File: src/hdl/fts_pkg.sv
// ----------------------------------------------------------------------------
// fts_pkg
// Shared types and constants for the three-set fuzzy classifier.
// ----------------------------------------------------------------------------
package fts_pkg;

    // default widths of the sample and of the degree fraction
    localparam int SAMPLE_BITS_DEF      = 16;
    localparam int DEGREE_FRAC_BITS_DEF = 15;

    // packed breakpoint register width and number of fuzzy sets
    localparam int POINTS_W  = 48;
    localparam int NUM_SETS  = 3;
    localparam int CFG_IDX_W = 2;

    // configuration register indexes
    typedef enum logic [CFG_IDX_W-1:0] {
        REG_SET_ONE   = 2'd0,
        REG_SET_TWO   = 2'd1,
        REG_SET_THREE = 2'd2
    } cfg_reg_t;

    // index of a fuzzy set
    typedef logic [1:0] set_idx_t;

    localparam set_idx_t SET_ONE   = 2'd0;
    localparam set_idx_t SET_TWO   = 2'd1;
    localparam set_idx_t SET_THREE = 2'd2;

endpackage

File: src/hdl/fts_front.sv
// ----------------------------------------------------------------------------
// fts_front
// Breakpoint registers and ramp setup: turns a sample into a dividend and
// a divisor for each set.
// ----------------------------------------------------------------------------
module fts_front #(
    parameter int SAMPLE_BITS = fts_pkg::SAMPLE_BITS_DEF
) (
    input  logic                                clk,
    input  logic                                rst_n,
    input  logic                                cfg_valid,
    output logic                                cfg_ready,
    input  logic [fts_pkg::CFG_IDX_W-1:0]       cfg_index,
    input  logic [fts_pkg::POINTS_W-1:0]        cfg_data,
    input  logic [SAMPLE_BITS-1:0]              sample,
    output logic [SAMPLE_BITS:0]                rem_init [fts_pkg::NUM_SETS],
    output logic [SAMPLE_BITS-1:0]              span_init [fts_pkg::NUM_SETS]
);
    import fts_pkg::*;

    localparam int SB = SAMPLE_BITS;
    localparam int PW = (3 * SB > POINTS_W) ? 3 * SB : POINTS_W;

    logic [POINTS_W-1:0] points_reg  [NUM_SETS];
    logic [POINTS_W-1:0] points_next [NUM_SETS];

    // register writes, index beyond the last set is dropped
    assign cfg_ready = 1'b1;

    always_comb
    begin
        for (int s = 0; s < NUM_SETS; s++)
        begin
            points_next[s] = points_reg[s];
        end
        if (cfg_valid)
        begin
            unique case (cfg_index)
                REG_SET_ONE:   points_next[0] = cfg_data;
                REG_SET_TWO:   points_next[1] = cfg_data;
                REG_SET_THREE: points_next[2] = cfg_data;
                default:       ;
            endcase
        end
    end

    always_ff @(posedge clk or negedge rst_n)
    begin
        if (!rst_n)
        begin
            for (int s = 0; s < NUM_SETS; s++)
            begin
                points_reg[s] <= '0;
            end
        end
        else
        begin
            for (int s = 0; s < NUM_SETS; s++)
            begin
                points_reg[s] <= points_next[s];
            end
        end
    end

    // per set: full and empty regions map to 1/1 and 0/1, ramps to offset/span
    always_comb
    begin
        logic [PW-1:0] padded;
        logic [SB-1:0] pa;
        logic [SB-1:0] pb;
        logic [SB-1:0] pc;
        logic          full;
        logic          empty;
        logic          rising;
        logic [SB-1:0] offset;
        for (int s = 0; s < NUM_SETS; s++)
        begin
            padded = PW'(points_reg[s]);
            pa     = padded[SB-1:0];
            pb     = padded[2*SB-1:SB];
            pc     = padded[3*SB-1:2*SB];
            full   = ((pa == pb) && (sample <= pa)) || ((pb == pc) && (sample >= pc));
            empty  = (sample <= pa) || (pc <= sample);
            rising = (sample <= pb);
            if (full)
            begin
                offset       = SB'(1);
                span_init[s] = SB'(1);
            end
            else if (empty)
            begin
                offset       = '0;
                span_init[s] = SB'(1);
            end
            else if (rising)
            begin
                offset       = sample - pa;
                span_init[s] = pb - pa;
            end
            else
            begin
                offset       = pc - sample;
                span_init[s] = pc - pb;
            end
            rem_init[s] = {1'b0, offset};
        end
    end

endmodule

File: src/hdl/fts_div_cell.sv
// ----------------------------------------------------------------------------
// fts_div_cell
// One restoring division step for all three sets: resolves one quotient bit
// and passes the shifted remainder to the next cell.
// ----------------------------------------------------------------------------
module fts_div_cell #(
    parameter int SAMPLE_BITS = fts_pkg::SAMPLE_BITS_DEF,
    parameter int QUOT_BITS   = fts_pkg::DEGREE_FRAC_BITS_DEF + 1
) (
    input  logic                       clk,
    input  logic                       rst_n,
    input  logic                       in_valid,
    output logic                       in_ready,
    input  logic [SAMPLE_BITS:0]       rem_in   [fts_pkg::NUM_SETS],
    input  logic [SAMPLE_BITS-1:0]     span_in  [fts_pkg::NUM_SETS],
    input  logic [QUOT_BITS-1:0]       quot_in  [fts_pkg::NUM_SETS],
    output logic                       out_valid,
    input  logic                       out_ready,
    output logic [SAMPLE_BITS:0]       rem_out  [fts_pkg::NUM_SETS],
    output logic [SAMPLE_BITS-1:0]     span_out [fts_pkg::NUM_SETS],
    output logic [QUOT_BITS-1:0]       quot_out [fts_pkg::NUM_SETS]
);
    import fts_pkg::*;

    localparam int SB = SAMPLE_BITS;

    logic                 valid_reg;
    logic [SB:0]          rem_reg   [NUM_SETS];
    logic [SB:0]          rem_next  [NUM_SETS];
    logic [SB-1:0]        span_reg  [NUM_SETS];
    logic [QUOT_BITS-1:0] quot_reg  [NUM_SETS];
    logic [QUOT_BITS-1:0] quot_next [NUM_SETS];

    // a bubble or a draining word lets the next word in
    assign in_ready = !valid_reg || out_ready;

    // compare, subtract, shift
    always_comb
    begin
        logic          ge;
        logic [SB:0]   diff;
        for (int s = 0; s < NUM_SETS; s++)
        begin
            ge           = (rem_in[s] >= {1'b0, span_in[s]});
            diff         = ge ? (rem_in[s] - {1'b0, span_in[s]}) : rem_in[s];
            rem_next[s]  = {diff[SB-1:0], 1'b0};
            quot_next[s] = {quot_in[s][QUOT_BITS-2:0], ge};
        end
    end

    always_ff @(posedge clk or negedge rst_n)
    begin
        if (!rst_n)
        begin
            valid_reg <= 1'b0;
        end
        else if (in_ready)
        begin
            valid_reg <= in_valid;
        end
    end

    always_ff @(posedge clk)
    begin
        if (in_valid && in_ready)
        begin
            for (int s = 0; s < NUM_SETS; s++)
            begin
                rem_reg[s]  <= rem_next[s];
                span_reg[s] <= span_in[s];
                quot_reg[s] <= quot_next[s];
            end
        end
    end

    assign out_valid = valid_reg;
    assign rem_out   = rem_reg;
    assign span_out  = span_reg;
    assign quot_out  = quot_reg;

endmodule

File: src/hdl/fts_pick.sv
// ----------------------------------------------------------------------------
// fts_pick
// Strongest-set selection and output register for the result word.
// ----------------------------------------------------------------------------
module fts_pick #(
    parameter int QUOT_BITS = fts_pkg::DEGREE_FRAC_BITS_DEF + 1
) (
    input  logic                       clk,
    input  logic                       rst_n,
    input  logic                       in_valid,
    output logic                       in_ready,
    input  logic [QUOT_BITS-1:0]       quot_in [fts_pkg::NUM_SETS],
    output logic                       out_valid,
    input  logic                       out_ready,
    output fts_pkg::set_idx_t          best_set,
    output logic [QUOT_BITS-1:0]       degree_one,
    output logic [QUOT_BITS-1:0]       degree_two,
    output logic [QUOT_BITS-1:0]       degree_three
);
    import fts_pkg::*;

    localparam logic [QUOT_BITS-1:0] DEGREE_ONE = QUOT_BITS'(1) << (QUOT_BITS - 1);

    logic                 valid_reg;
    set_idx_t             best_reg;
    set_idx_t             best_next;
    logic [QUOT_BITS-1:0] deg_reg [NUM_SETS];

    assign in_ready = !valid_reg || out_ready;

    // argmax, ties keep the lower index
    always_comb
    begin
        logic [QUOT_BITS-1:0] top;
        top       = quot_in[0];
        best_next = SET_ONE;
        if (quot_in[1] > top)
        begin
            top       = quot_in[1];
            best_next = SET_TWO;
        end
        if (quot_in[2] > top)
        begin
            best_next = SET_THREE;
        end
    end

    always_ff @(posedge clk or negedge rst_n)
    begin
        if (!rst_n)
        begin
            valid_reg <= 1'b0;
        end
        else if (in_ready)
        begin
            valid_reg <= in_valid;
        end
    end

    always_ff @(posedge clk)
    begin
        if (in_valid && in_ready)
        begin
            best_reg <= best_next;
            for (int s = 0; s < NUM_SETS; s++)
            begin
                deg_reg[s] <= quot_in[s];
            end
        end
    end

    assign out_valid    = valid_reg;
    assign best_set     = best_reg;
    assign degree_one   = deg_reg[0];
    assign degree_two   = deg_reg[1];
    assign degree_three = deg_reg[2];

    // degrees never exceed one
    a_degree_range: assert property (@(posedge clk) disable iff (!rst_n)
        valid_reg |-> (deg_reg[0] <= DEGREE_ONE) && (deg_reg[1] <= DEGREE_ONE)
                      && (deg_reg[2] <= DEGREE_ONE))
        else $error("degree above one");

    // the chosen set holds the largest degree
    a_best_is_max: assert property (@(posedge clk) disable iff (!rst_n)
        valid_reg |-> (best_reg != 2'd3)
            && ((best_reg != SET_ONE) || ((deg_reg[0] >= deg_reg[1])
                                          && (deg_reg[0] >= deg_reg[2])))
            && ((best_reg != SET_TWO) || ((deg_reg[1] > deg_reg[0])
                                          && (deg_reg[1] >= deg_reg[2])))
            && ((best_reg != SET_THREE) || ((deg_reg[2] > deg_reg[0])
                                            && (deg_reg[2] > deg_reg[1]))))
        else $error("best set is not the strongest");

    // a stalled result word is not overwritten
    a_hold_on_stall: assert property (@(posedge clk) disable iff (!rst_n)
        (valid_reg && !out_ready) |=> valid_reg && $stable(best_reg)
                                      && $stable(deg_reg[0]) && $stable(deg_reg[1])
                                      && $stable(deg_reg[2]))
        else $error("result word lost while stalled");

endmodule

File: src/hdl/fuzzy_three_set_classifier.sv
// ----------------------------------------------------------------------------
// fuzzy_three_set_classifier
// Triangular and shoulder membership of one sample in three fuzzy sets,
// with the index of the strongest set.
// ----------------------------------------------------------------------------
// The block takes one sample per clock while no stall holds in_ready low and
// returns, per sample, the three membership degrees in Q1.DEGREE_FRAC_BITS and
// the index of the strongest set (ties to the lower index). The division of
// ramp offset by span runs through a chain of DEGREE_FRAC_BITS + 1 division
// cells, each resolving one quotient bit for all three sets, then one output
// register holds the result word. Each stage carries its own valid bit, so
// empty stages keep taking words while a result waits on the output.
// Breakpoint registers are written through the configuration port, which is
// always ready; write only while no word is in flight.
module fuzzy_three_set_classifier #(
    parameter int SAMPLE_BITS      = fts_pkg::SAMPLE_BITS_DEF,
    parameter int DEGREE_FRAC_BITS = fts_pkg::DEGREE_FRAC_BITS_DEF
) (
    input  logic                              clk,
    input  logic                              rst_n,
    input  logic                              cfg_valid,
    output logic                              cfg_ready,
    input  logic [fts_pkg::CFG_IDX_W-1:0]     cfg_index,
    input  logic [fts_pkg::POINTS_W-1:0]      cfg_data,
    input  logic                              in_valid,
    output logic                              in_ready,
    input  logic [SAMPLE_BITS-1:0]            sample,
    output logic                              out_valid,
    input  logic                              out_ready,
    output fts_pkg::set_idx_t                 best_set,
    output logic [DEGREE_FRAC_BITS:0]         degree_one,
    output logic [DEGREE_FRAC_BITS:0]         degree_two,
    output logic [DEGREE_FRAC_BITS:0]         degree_three
);
    import fts_pkg::*;

    localparam int SB = SAMPLE_BITS;
    localparam int QW = DEGREE_FRAC_BITS + 1;

    logic          stage_valid [QW+1];
    logic          stage_ready [QW+1];
    logic [SB:0]   stage_rem   [QW+1][NUM_SETS];
    logic [SB-1:0] stage_span  [QW+1][NUM_SETS];
    logic [QW-1:0] stage_quot  [QW+1][NUM_SETS];

    // breakpoints and ramp setup
    fts_front #(
        .SAMPLE_BITS (SAMPLE_BITS)
    ) u_front (
        .clk       (clk),
        .rst_n     (rst_n),
        .cfg_valid (cfg_valid),
        .cfg_ready (cfg_ready),
        .cfg_index (cfg_index),
        .cfg_data  (cfg_data),
        .sample    (sample),
        .rem_init  (stage_rem[0]),
        .span_init (stage_span[0])
    );

    assign stage_valid[0] = in_valid;
    assign in_ready       = stage_ready[0];

    always_comb
    begin
        for (int s = 0; s < NUM_SETS; s++)
        begin
            stage_quot[0][s] = '0;
        end
    end

    // division chain, one quotient bit per cell
    for (genvar i = 0; i < QW; i++)
    begin : g_cell
        fts_div_cell #(
            .SAMPLE_BITS (SAMPLE_BITS),
            .QUOT_BITS   (QW)
        ) u_cell (
            .clk       (clk),
            .rst_n     (rst_n),
            .in_valid  (stage_valid[i]),
            .in_ready  (stage_ready[i]),
            .rem_in    (stage_rem[i]),
            .span_in   (stage_span[i]),
            .quot_in   (stage_quot[i]),
            .out_valid (stage_valid[i+1]),
            .out_ready (stage_ready[i+1]),
            .rem_out   (stage_rem[i+1]),
            .span_out  (stage_span[i+1]),
            .quot_out  (stage_quot[i+1])
        );
    end

    // strongest set and result word
    fts_pick #(
        .QUOT_BITS (QW)
    ) u_pick (
        .clk          (clk),
        .rst_n        (rst_n),
        .in_valid     (stage_valid[QW]),
        .in_ready     (stage_ready[QW]),
        .quot_in      (stage_quot[QW]),
        .out_valid    (out_valid),
        .out_ready    (out_ready),
        .best_set     (best_set),
        .degree_one   (degree_one),
        .degree_two   (degree_two),
        .degree_three (degree_three)
    );

endmodule
File: config.mk
export PLATFORM = sky130hd
export DESIGN_NAME = fuzzy_three_set_classifier
export DESIGN_NICKNAME = d
export VERILOG_FILES = /design/src/hdl/fts_pkg.sv /design/src/hdl/fts_front.sv /design/src/hdl/fts_div_cell.sv /design/src/hdl/fts_pick.sv /design/src/hdl/fuzzy_three_set_classifier.sv
export SDC_FILE = /design/constraint.sdc
export NUM_CORES = 2
export LEC_CHECK = 0
export ABC_AREA = 1
export BUFFER_PORTS_ARGS = -buffer_cell sky130_fd_sc_hd__buf_2
export CAP_MARGIN = 40
export CORE_ASPECT_RATIO = 0.5
export CORE_MARGIN = 2
export CORE_UTILIZATION = 46
export CTS_CLUSTER_SIZE = 30
export DETAILED_ROUTE_END_ITERATION = 12
export GPL_TIMING_DRIVEN = 1
export MAX_ROUTING_LAYER = met4
export PLACE_DENSITY_LB_ADDON = 0.05
export SYNTH_ARGS = -nofsm -noshare
export SYNTH_HDL_FRONTEND = slang
export SYNTH_SLANG_ARGS = --single-unit
export TNS_END_PERCENT = 30
File: constraint.sdc
create_clock -name clk -period 9.6 [get_ports clk]
set_input_delay 0.96 -clock clk [delete_from_list [all_inputs] [get_ports clk]]
set_output_delay 0.96 -clock clk [all_outputs]
set_load 0.01 [all_outputs]
==> results_dict.tcl <==
set metrics [dict create \
    fin_area_um2 130000 \
    holdBufCountCts 0 \
    coreArea_um2 256000 \
    port_buffers 122 \
    peakVddDrop_mv 0.229 \
    dr.first_iter.drc_count 5028 \
    cts_made_buffers 201 \
    synthMuxAreaShare 0 \
    synth_fa_ha_area_frac 0.118 \
    fin_tns_setup_ns 0 \
    io_pins 124 \
    clock-sinks 2059 \
    r2r-start "u_front.points_reg[65]" \
    p_leak_nw 56.1 \
    synth_fp_nets 13200 \
    avgViaCountPerCell 5.12 \
    synth_cell_types 59 \
    die_x_um 723 \
    holdWs_ns 0.0842 \
    cts-root-buf "clkbuf_16" \
    start_util 0.465 \
    utilization 0.507 \
    rows 131 \
    grt_use_total 0.225 \
    drt_drc_violations_left 0 \
    stdcell_count 15800 \
    num-fill-cells 23700 \
    dieArea_um2 263000 \
    total_power_mw 45.6 \
    cts_resized 0 \
    final_common_cell "nand2_1" \
    area_growth_pct 9.12 \
    setup_ws_ns 3.78 \
    hp-class "input pin to asynchronous set/reset pin" \
    grt_max_degree 139 \
    antenna_found_initial 2 \
    power_per_cell_area_nw_per_um2 352 \
    dieHeight_um 364 \
    place_area_um2 123000 \
    insertion_delay_ns 0.87 \
    critical_path.max_fanout 39 \
    grt_pass1_vias 80600 \
    max_cap_violations 0 \
    routedWlPerCell_um 18.2 \
    seq_area_frac_synth 0.513 \
    syn_area_um2 119000 \
    dr.pass1.iters 6 \
    synth_compound_area_frac 0.116 \
    cts_tree "yes" \
    h-tree-depth 4 \
    relSlewSlack 0.376 \
    clk_pin_slew_worst_paths_ns 0.06 \
    hpwlAfterDp_mm 227 \
    timing.final.crit_share 0.607 \
    cts_setup_buffers 0 \
    via_count 80900 \
    grt_pass1_wl_mm 452 \
    fin_crit_ns 5.82 \
    fin_skew_ns 0.0889 \
    drv_slew 0 \
    syn_inst 12000 \
    synth_simple_gate_area_frac 0.140 \
    ys_seq_elements 2059 \
    setup_viol_count_final 0 \
    max_freq_mhz 172 \
    drt-total-wl_mm 288 \
    crit_required_ns 10.18 \
    synth_xor_xnor_area_share 0.0515 \
    finalHoldViolCount 0 \
    timing_worst_setup_path_type "flop to flop" \
    gp_congestion 0.931 \
    crit_path_start "u_front.points_reg[65]" \
    synth_top_family_by_area "simple AND/OR/NAND/NOR gates" \
    status "completed" \
    ys_warn_count 0 \
    nNetsFinal 13400 \
    detail-route-antenna-nets 0 \
    post-place-ws_ns 3.01 \
    dp.cells 15500 \
    syn_avg_cell_area_um2 9.88 \
    drive_gt1_frac 0.0613 \
    grt_overflow 0 \
    cp-start-kind "flop" \
    tightest_slew_ns 0.935 \
    clock_path_buffers 4 \
    rsz0062_at_grt "no" \
    critical_path_arrival_ns 6.41 \
    layout_common_cells "nand2_1 (2521), edfxtp_1 (1898), inv_1 (1520)" \
    cp-end-kind "flop" \
]
critical path: stages, from the launching register on:
cell      delay (ns)
dfrtp_1         0.44
inv_1           0.22
ha_1            0.29
a21oi_1         0.14
o21ai_0         0.10
nand2_1         0.07
o211ai_1        0.09
nand2_1         0.07
nand2_1         0.06
nand2_1         0.11
buf_4           0.36
clkinv_1        0.70
o21ai_0         0.37
o21bai_1        0.19
ha_1            0.22
fa_1            0.22
o21ai_1         0.12
nand2_1         0.08
nand3b_1        0.14
nand2_1         0.09
nand2_1         0.11
nand3_1         0.09
nand2_1         0.06
nor2_2          0.50
inv_1           0.48
nand3_1         0.19
nand2_1         0.07
cells in the mapped netlist (all sizes together):
cell	instances	area, µm²
a2111oi	2	17.5
o21ai	1193	6110
nand3	446	2240
a21oi	727	3770
fa	57	1140
o31ai	3	22.5
a31o	6	52.6
o21bai	83	623
a21o	150	1130
nor3b	1	7.51
nor4	46	288
o211ai	13	97.6
clkinv	3	11.3
and2	2	12.5
nand2	2562	9710
o21a	4	30.0
a211oi	10	75.1
inv	1568	5890
buf	158	1220
o2111ai	71	622
o41ai	1	16.3
nand3b	10	75.1
o311ai	1	8.76
a31oi	15	93.8
o221ai	1	8.76
dfrtp	161	4030
conb	1	3.75
a221oi	5	43.8
nor3	89	467
xor2	273	2390
a22oi	2	15.0
nand4	140	888
and3	1	6.26
xnor2	426	3730
o211a	1	10.0
clkbuf	36	135
or2	64	400
edfxtp	1898	57000
ha	1031	12900
nor2	649	2550
a21boi	129	1080
report_power, final:
group / total [mW] / switching [mW] / internal [mW]
Combinational: 21.3 / 13.3 / 8.00
Sequential: 16.2 / 1.72 / 14.4
Clock: 8.22 / 3.47 / 4.75
Total: 45.6 / 18.5 / 27.2
path summary, 6_finish.rpt:
kind | to | cells past startpoint | slack [ns]
max | g_cell[0].u_cell.rem_out[33] | 26 | 3.78
min | u_front.points_reg[106] | 1 | 0.08
max reg2reg | g_cell[0].u_cell.rem_out[33] | 26 | 3.78
min reg2reg | g_cell[10].u_cell.quot_out[8] | 0 | 0.37
max in group asynchronous | g_cell[7].u_cell.out_valid | 4 | 8.31
min in group clk | g_cell[10].u_cell.quot_out[8] | 0 | 0.37
metal layers:
| metal | global-route usage | vias to the layer above | part of all wire |
|---|---|---|---|
| li1 | - | 41800 | - |
| met1 | 0.305 | 37400 | 0.48 |
| met2 | 0.360 | 1311 | 0.45 |
| met3 | 0.0252 | 433 | 0.035 |
| met4 | 0.0626 | 0 | 0.030 |
| met5 | - | - | 0 |
cell families (layout without fill, tap and decap cells):
| group | count (synthesis) | after routing |
|---|---|---|
| AO/OA/AOI/OAI | 2417 | 2417 |
| XOR/XNOR | 699 | 699 |
| adder cells (fa/ha/maj) | 1088 | 1088 |
| buffers and inverters | 1765 | 2085 |
| flip-flops | 2059 | 2059 |
| other | 1 | 3 |
| AND/OR/NAND/NOR | 4010 | 4010 |
final cells by class:
class | instances | area (µm²) | area share
Timing Repair Buffer | 162 | 1090 | 0.00844
Antenna cell | 2 | 5.00 | 0.0000386
Clock inverter | 120 | 1490 | 0.0115
Inverter | 1571 | 5920 | 0.0457
Clock buffer | 232 | 5180 | 0.0399
Sequential cell | 2059 | 61000 | 0.470
Multi-Input combinational cell | 8215 | 50700 | 0.391
Tap cell | 3458 | 4330 | 0.0333
No activity file was read; power rests on OpenSTA's default activity.
